## src/rtl/core/mrot90_pkg.sv

```systemverilog
// Shared types and constants for the 90-degree clockwise matrix rotator.
package mrot90_pkg;

	localparam int DATA_W = 32;
	localparam int SIDE_W = 4;

	typedef logic signed [DATA_W-1:0] data_t;
	typedef logic [SIDE_W-1:0]        side_t;

	typedef enum logic [1:0] {
		ST_LOAD = 2'b01,
		ST_READ = 2'b10
	} phase_t;

endpackage

```

## src/rtl/core/matrix_rotate_90_clockwise.sv

```systemverilog
// Rotator top level: element store, load and read-out sequencing, output register.
// Load: one element beat per cycle, written straight into the element store.
// Read-out starts the cycle after the last element: n*n store reads, one per unstalled cycle,
// through the registered read port and the output register; loading resumes after the last read.
// No element is accepted during read-out, so the load and read-out of a matrix never overlap.
// Reset clears control and sets the side to 8; store contents are undefined until written.
module matrix_rotate_90_clockwise #(
	parameter int MAX_SIDE = 8
) (
	input  logic                 clk,
	input  logic                 arst_n,
	input  logic                 side_wr_en,
	input  mrot90_pkg::side_t    matrix_side,
	input  logic                 element_valid,
	output logic                 element_ready,
	input  mrot90_pkg::data_t    element_value,
	output logic                 rotated_valid,
	input  logic                 rotated_ready,
	output mrot90_pkg::data_t    rotated_value,
	output logic                 row_end,
	output logic                 matrix_last
);

	import mrot90_pkg::*;

	localparam int DEPTH  = MAX_SIDE * MAX_SIDE;
	localparam int IDX_W  = (MAX_SIDE > 1) ? $clog2(MAX_SIDE) : 1;
	localparam int ADDR_W = (DEPTH > 1) ? $clog2(DEPTH) : 1;
	localparam side_t MAX_SIDE_C = SIDE_W'(MAX_SIDE);

	phase_t            state_q;
	side_t             side_q;
	side_t             side_act;
	logic [IDX_W-1:0]  n_last;
	logic [IDX_W-1:0]  ld_row_q, ld_col_q;
	logic [IDX_W-1:0]  rd_row_q, rd_col_q;
	logic [ADDR_W-1:0] wr_addr, rd_addr;
	logic              wr_en, rd_en;
	logic              rd_valid_s1, row_end_s1, last_s1;
	data_t             rd_data_s1;
	logic              s1_move;
	logic              ld_col_end, rd_col_end;
	data_t             mem [DEPTH];

	always_comb begin
		side_act = side_q;
		if (side_q == '0) begin
			side_act = side_t'(1);
		end else if (side_q > MAX_SIDE_C) begin
			side_act = MAX_SIDE_C;
		end
	end

	assign n_last = IDX_W'(side_act - side_t'(1));

	assign element_ready = (state_q == ST_LOAD);
	assign wr_en         = element_valid && element_ready;
	assign s1_move       = rd_valid_s1 && (!rotated_valid || rotated_ready);
	assign rd_en         = (state_q == ST_READ) && (!rd_valid_s1 || s1_move);

	assign ld_col_end = (ld_col_q == n_last);
	assign rd_col_end = (rd_col_q == n_last);

	assign wr_addr = ADDR_W'(ADDR_W'(ld_row_q) * ADDR_W'(MAX_SIDE) + ADDR_W'(ld_col_q));
	assign rd_addr = ADDR_W'(ADDR_W'(n_last - rd_col_q) * ADDR_W'(MAX_SIDE) + ADDR_W'(rd_row_q));

	// element store
	always_ff @(posedge clk) begin
		if (wr_en) begin
			mem[wr_addr] <= element_value;
		end
	end

	always_ff @(posedge clk) begin
		if (rd_en) begin
			rd_data_s1 <= mem[rd_addr];
			row_end_s1 <= rd_col_end;
			last_s1    <= rd_col_end && (rd_row_q == n_last);
		end
	end

	always_ff @(posedge clk or negedge arst_n) begin
		if (!arst_n) begin
			state_q  <= ST_LOAD;
			side_q   <= side_t'(8);
			ld_row_q <= '0;
			ld_col_q <= '0;
			rd_row_q <= '0;
			rd_col_q <= '0;
		end else begin
			if (side_wr_en) begin
				side_q   <= matrix_side;
				ld_row_q <= '0;
				ld_col_q <= '0;
			end else if (wr_en) begin
				if (ld_col_end) begin
					ld_col_q <= '0;
					if (ld_row_q == n_last) begin
						ld_row_q <= '0;
						state_q  <= ST_READ;
					end else begin
						ld_row_q <= ld_row_q + 1'b1;
					end
				end else begin
					ld_col_q <= ld_col_q + 1'b1;
				end
			end
			if (rd_en) begin
				if (rd_col_end) begin
					rd_col_q <= '0;
					if (rd_row_q == n_last) begin
						rd_row_q <= '0;
						state_q  <= ST_LOAD;
					end else begin
						rd_row_q <= rd_row_q + 1'b1;
					end
				end else begin
					rd_col_q <= rd_col_q + 1'b1;
				end
			end
		end
	end

	always_ff @(posedge clk or negedge arst_n) begin
		if (!arst_n) begin
			rd_valid_s1   <= 1'b0;
			rotated_valid <= 1'b0;
		end else begin
			if (rd_en) begin
				rd_valid_s1 <= 1'b1;
			end else if (s1_move) begin
				rd_valid_s1 <= 1'b0;
			end
			if (s1_move) begin
				rotated_valid <= 1'b1;
			end else if (rotated_ready) begin
				rotated_valid <= 1'b0;
			end
		end
	end

	always_ff @(posedge clk) begin
		if (s1_move) begin
			rotated_value <= rd_data_s1;
			row_end       <= row_end_s1;
			matrix_last   <= last_s1;
		end
	end

	a_no_s1_overwrite: assert property (@(posedge clk) disable iff (!arst_n)
		rd_valid_s1 && !s1_move |-> !rd_en)
		else $error("read data overwritten while stalled");

	a_last_ends_row: assert property (@(posedge clk) disable iff (!arst_n)
		rotated_valid && matrix_last |-> row_end)
		else $error("matrix end beat does not end a row");

	a_load_in_range: assert property (@(posedge clk) disable iff (!arst_n)
		ld_row_q <= n_last && ld_col_q <= n_last)
		else $error("load position outside matrix");

	a_read_done_to_load: assert property (@(posedge clk) disable iff (!arst_n)
		rd_en && rd_col_end && rd_row_q == n_last |=> state_q == ST_LOAD)
		else $error("read-out did not return to load");

endmodule

```

## config.mk

```make
export PLATFORM = sky130hd
export DESIGN_NAME = matrix_rotate_90_clockwise
export DESIGN_NICKNAME = d
export VERILOG_FILES = /design/src/rtl/core/mrot90_pkg.sv /design/src/rtl/core/matrix_rotate_90_clockwise.sv
export SDC_FILE = /design/constraint.sdc
export NUM_CORES = 2
export LEC_CHECK = 0
export ABC_AREA = 1
export BUFFER_PORTS_ARGS = -buffer_cell sky130_fd_sc_hd__buf_2
export CORE_MARGIN = 2
export CORE_UTILIZATION = 25
export DETAILED_ROUTE_END_ITERATION = 8
export GPL_TIMING_DRIVEN = 0
export PLACE_DENSITY_LB_ADDON = 0.25
export SKIP_CTS_REPAIR_TIMING = 1
export SLEW_MARGIN = 25
export SYNTH_ARGS = -nofsm -noshare
export SYNTH_HDL_FRONTEND = slang
export SYNTH_SLANG_ARGS = --single-unit
```

## constraint.sdc

```tcl
create_clock -name clk -period 4.13 [get_ports clk]
set_input_delay 0.2065 -clock clk [delete_from_list [all_inputs] [get_ports clk]]
set_output_delay 0.2065 -clock clk [all_outputs]
set_load 0.02 [all_outputs]
```

==> impl_metrics.env <==
export IMPL_clockBufferDepth=4
export IMPL_maxCapViolations=0
export IMPL_p_clk_share_pct=26.8
export IMPL_wl_met2_microns=174000
export IMPL_holdPathStages=5
export IMPL_crit_cells=11
export IMPL_path_clk_slew_ns=0.06
export IMPL_instances_no_fill=12300
export IMPL_fin_skew_ns=0.0763
export IMPL_ios=77
export IMPL_grt_pass1_vias=57100
export IMPL_avgViaCountPerCell=5.10
export IMPL_cp_top_family="buffers and inverters"
export IMPL_grt_ovfl_total=0
export IMPL_final_common_cell="nand2_1"
export IMPL_setup_slack_ns=-0.135
export IMPL_synth_distinct_cells=25
export IMPL_yosys_warnings=0
export IMPL_final_cell_area_sq_mm=0.105
export IMPL_violations="negative setup slack"
export IMPL_cts_sinks=2136
export IMPL_outcome="finished with violations"
export IMPL_setup_viol=14
export IMPL_hold_viol=0
export IMPL_path_class="register to register"
export IMPL_power_density_mw_per_mm2=736
export IMPL_syn_area_per_cell_sq_um=12.2
export IMPL_htreeDepth=4
export IMPL_place_ws_ns=-0.932
export IMPL_grtUsageTotal_pct=22.3
export IMPL_gp_congestion=0.961
export IMPL_seqPwrFrac_pct=31.9
export IMPL_start_util_pct=25.1
export IMPL_numPortBuffers=75
export IMPL_grt_max_degree=49
export IMPL_finalCritPeriodShare_pct=103
export IMPL_yosysSeqAreaShare_pct=75.0
export IMPL_worstSetupStartpointType="register"
export IMPL_slew_headroom_pct=22.4
export IMPL_holdCritStartpoint="rotated_ready"
export IMPL_switching_power_uw=34600
export IMPL_nets=7619
export IMPL_met1Wirelength_microns=158000
export IMPL_power_leakage_uw=0.0368
export IMPL_synth_area_top_cells="edfxtp_1 74%, nand3_1 11%, nand2_1 10%"
export IMPL_layout_drive_gt1_share_pct=13.8
export IMPL_p_sw_share_pct=44.7
export IMPL_drc_errors=0
export IMPL_rows=214
export IMPL_syn_area_sq_mm=0.0853
export IMPL_worstPathMaxFanout=15
export IMPL_drtIter0Drc=10400
export IMPL_vias=62800
export IMPL_synth_nets=7040
export IMPL_rsz0062_at_grt="no"
export IMPL_crit_arrival_ns=4.83
export IMPL_ant_nets=0
export IMPL_slowest_delay_ns=0.67
export IMPL_worst_ir_drop_vdd_v=0.000412
export IMPL_wl_met3_microns=42700
export IMPL_netlist_area_leader_share_pct=74.5
export IMPL_synth_seq_cells=2136
export IMPL_nFillCells=34000
export IMPL_post_dp_cell_area_sq_mm=0.0972
export IMPL_internal_power_uw=42800
export IMPL_netlist_instances=6991
export IMPL_hold_path_class="input pin to register"
export IMPL_dr_pass1_iters=6
export IMPL_fp_dieH_microns=588
export IMPL_path_buf_inv=4
export IMPL_grt_pass1_wl_microns=523000
export IMPL_crit_path_cell_trace="buf_4, inv_2, buf_2, buf_2, nand3_1, nand3_1, nand3_1, nand3_1, nand2_1, nand2_1, nand2_2"
export IMPL_maxSlewViolCount=0
export IMPL_dpl_cell_count=11800
export IMPL_reg2reg_from="rd_row_q[1]$_DFFE_PN0P_"
export IMPL_drt_wirelength_per_cell_microns=32.3
export IMPL_cts_root_buf="clkbuf_16"
export IMPL_cp_end_kind="register"
export IMPL_area_delta_synth_final_pct=23.2
export IMPL_yosysTopAreaCell="edfxtp_1"
export IMPL_grt_antenna_before_repair=36
export IMPL_fmax_mhz=234
export IMPL_core_area_sq_mm=0.340
export IMPL_crit_top_cell="nand3_1"
export IMPL_clk_latency_ns=0.95
export IMPL_finalCriticalPeriod_ns=4.27
export IMPL_hold_worst_slack_ns=0.179
export IMPL_numCtsBuffers=234
export IMPL_fp_dieW_microns=588
export IMPL_hpwl_microns=290000
export IMPL_top_layer="met5"
export IMPL_cts_tree="done"
export IMPL_drt_total_wl_microns=398000
export IMPL_tightest_slew_ns=1.16
export IMPL_cp_required_ns=4.69
export IMPL_reg2reg_depth=11
export IMPL_comb_power_share_pct=41.3
export IMPL_cp_slowest_cell="buf_2"
export IMPL_final_cell_mix="2338 x nand2_1, 2116 x edfxtp_1, 1910 x nand3_1"
export IMPL_crit_start="rd_row_q[1]$_DFFE_PN0P_"
export IMPL_die_area_sq_mm=0.346
-- cell families after synthesis --
kind of cell,count (synthesis),share of synthesized area (%)
AO/OA/AOI/OAI,14,0.0850
AND/OR/NAND/NOR,4344,21.9
XOR/XNOR,7,0.0718
buffers and inverters,482,2.74
adder cells (fa/ha/maj),8,0.126
flip-flops,2136,75.0
-- layout make-up --
class,count,area (sq um),share of cell area [%]
flip-flops and latches,2136,64000,60.9
well taps,4536,5680,5.40
multi-input cells,4373,19500,18.5
plain buffers,449,2280,2.17
diodes,18,45.0,0.0428
clock inverters,146,1290,1.23
repair buffers,343,6160,5.86
inverters,33,134,0.127
clock buffers,287,6080,5.78
-- synthesized netlist by cell type --
library cell and count:
inv_2 3, nand2_1 2341, nand4_1 7, ha_1 7
inv_1 28, or2_2 1, nand3_1 1910, buf_6 7
buf_4 25, o211ai_1 1, dfrtp_1 18, xnor2_1 1
clkbuf_1 72, o21ai_0 11, buf_2 301, nand2_2 3
xor2_1 6, buf_1 44, edfxtp_1 2116, clkinv_1 1
nor2_1 82, fa_1 1, dfstp_2 2, clkinv_4 1
a21oi_1 2
-- per-layer routing --
| layer | vias to the layer above | global-route usage, % |
|---|---|---|
| li1 | 26200 | - |
| met1 | 31900 | 30.0 |
| met2 | 4071 | 34.0 |
| met3 | 720 | 4.76 |
| met4 | 8 | 11.1 |
| met5 | - | 0 |
-- sequential cells by signal, indices dropped and copies added, names as in the netlist, 2 cells and up --
| register | count |
|---|---|
| ld_col_q | 3 |
| rotated_value | 32 |
| state_q | 2 |
| side_q | 4 |
| rd_data_s1 | 32 |
| rd_row_q | 3 |
| ld_row_q | 3 |
| mem | 2048 |
| rd_col_q | 3 |
-- power groups by stage --
stage | logic (uW) | clock network, uW | registers (uW)
floorplan | 14200 | 0 | 25300
global placement | 30300 | 0 | 25300
detailed placement | 30800 | 0 | 25200
CTS | 30800 | 20800 | 24700
global route | 32700 | 21600 | 24800
finish | 32000 | 20700 | 24700
-- worst reg2reg max path, cell delays in order (launching register included) --
cell	delay [ns]
dfrtp_1	0.56
buf_4	0.27
inv_2	0.34
buf_2	0.67
buf_2	0.62
nand3_1	0.25
nand3_1	0.13
nand3_1	0.08
nand3_1	0.24
nand2_1	0.26
nand2_1	0.19
nand2_2	0.27
-- metrics by stage --
step                utilization [%]  total power [uW]   TNS, ns
finish                         31.0             77400    -0.889
CTS                            30.8             76400    -15.30
detailed placement             28.6             56000    -13.53
global placement               26.9             55600  -5384.42
global route                   30.9             79100         0
floorplan                         -             39500         0
-- final timing paths --
| check | endpoint | slack, ns |
|---|---|---|
| setup / recovery | rd_data_s1[22]$_DFFE_PP_ | -0.14 |
| hold / removal | rotated_valid$_DFFE_PN0P_ | 0.18 |
| setup reg to reg | rd_data_s1[22]$_DFFE_PP_ | -0.14 |
| hold reg to reg | rotated_value[4]$_DFFE_PP_ | 0.42 |
| max in group asynchronous | rd_valid_s1$_DFFE_PN0P_ | 2.37 |
| min in group asynchronous | side_q[3]$_DFFE_PN1P_ | 0.36 |
No activity file was read; power rests on OpenSTA's default activity.
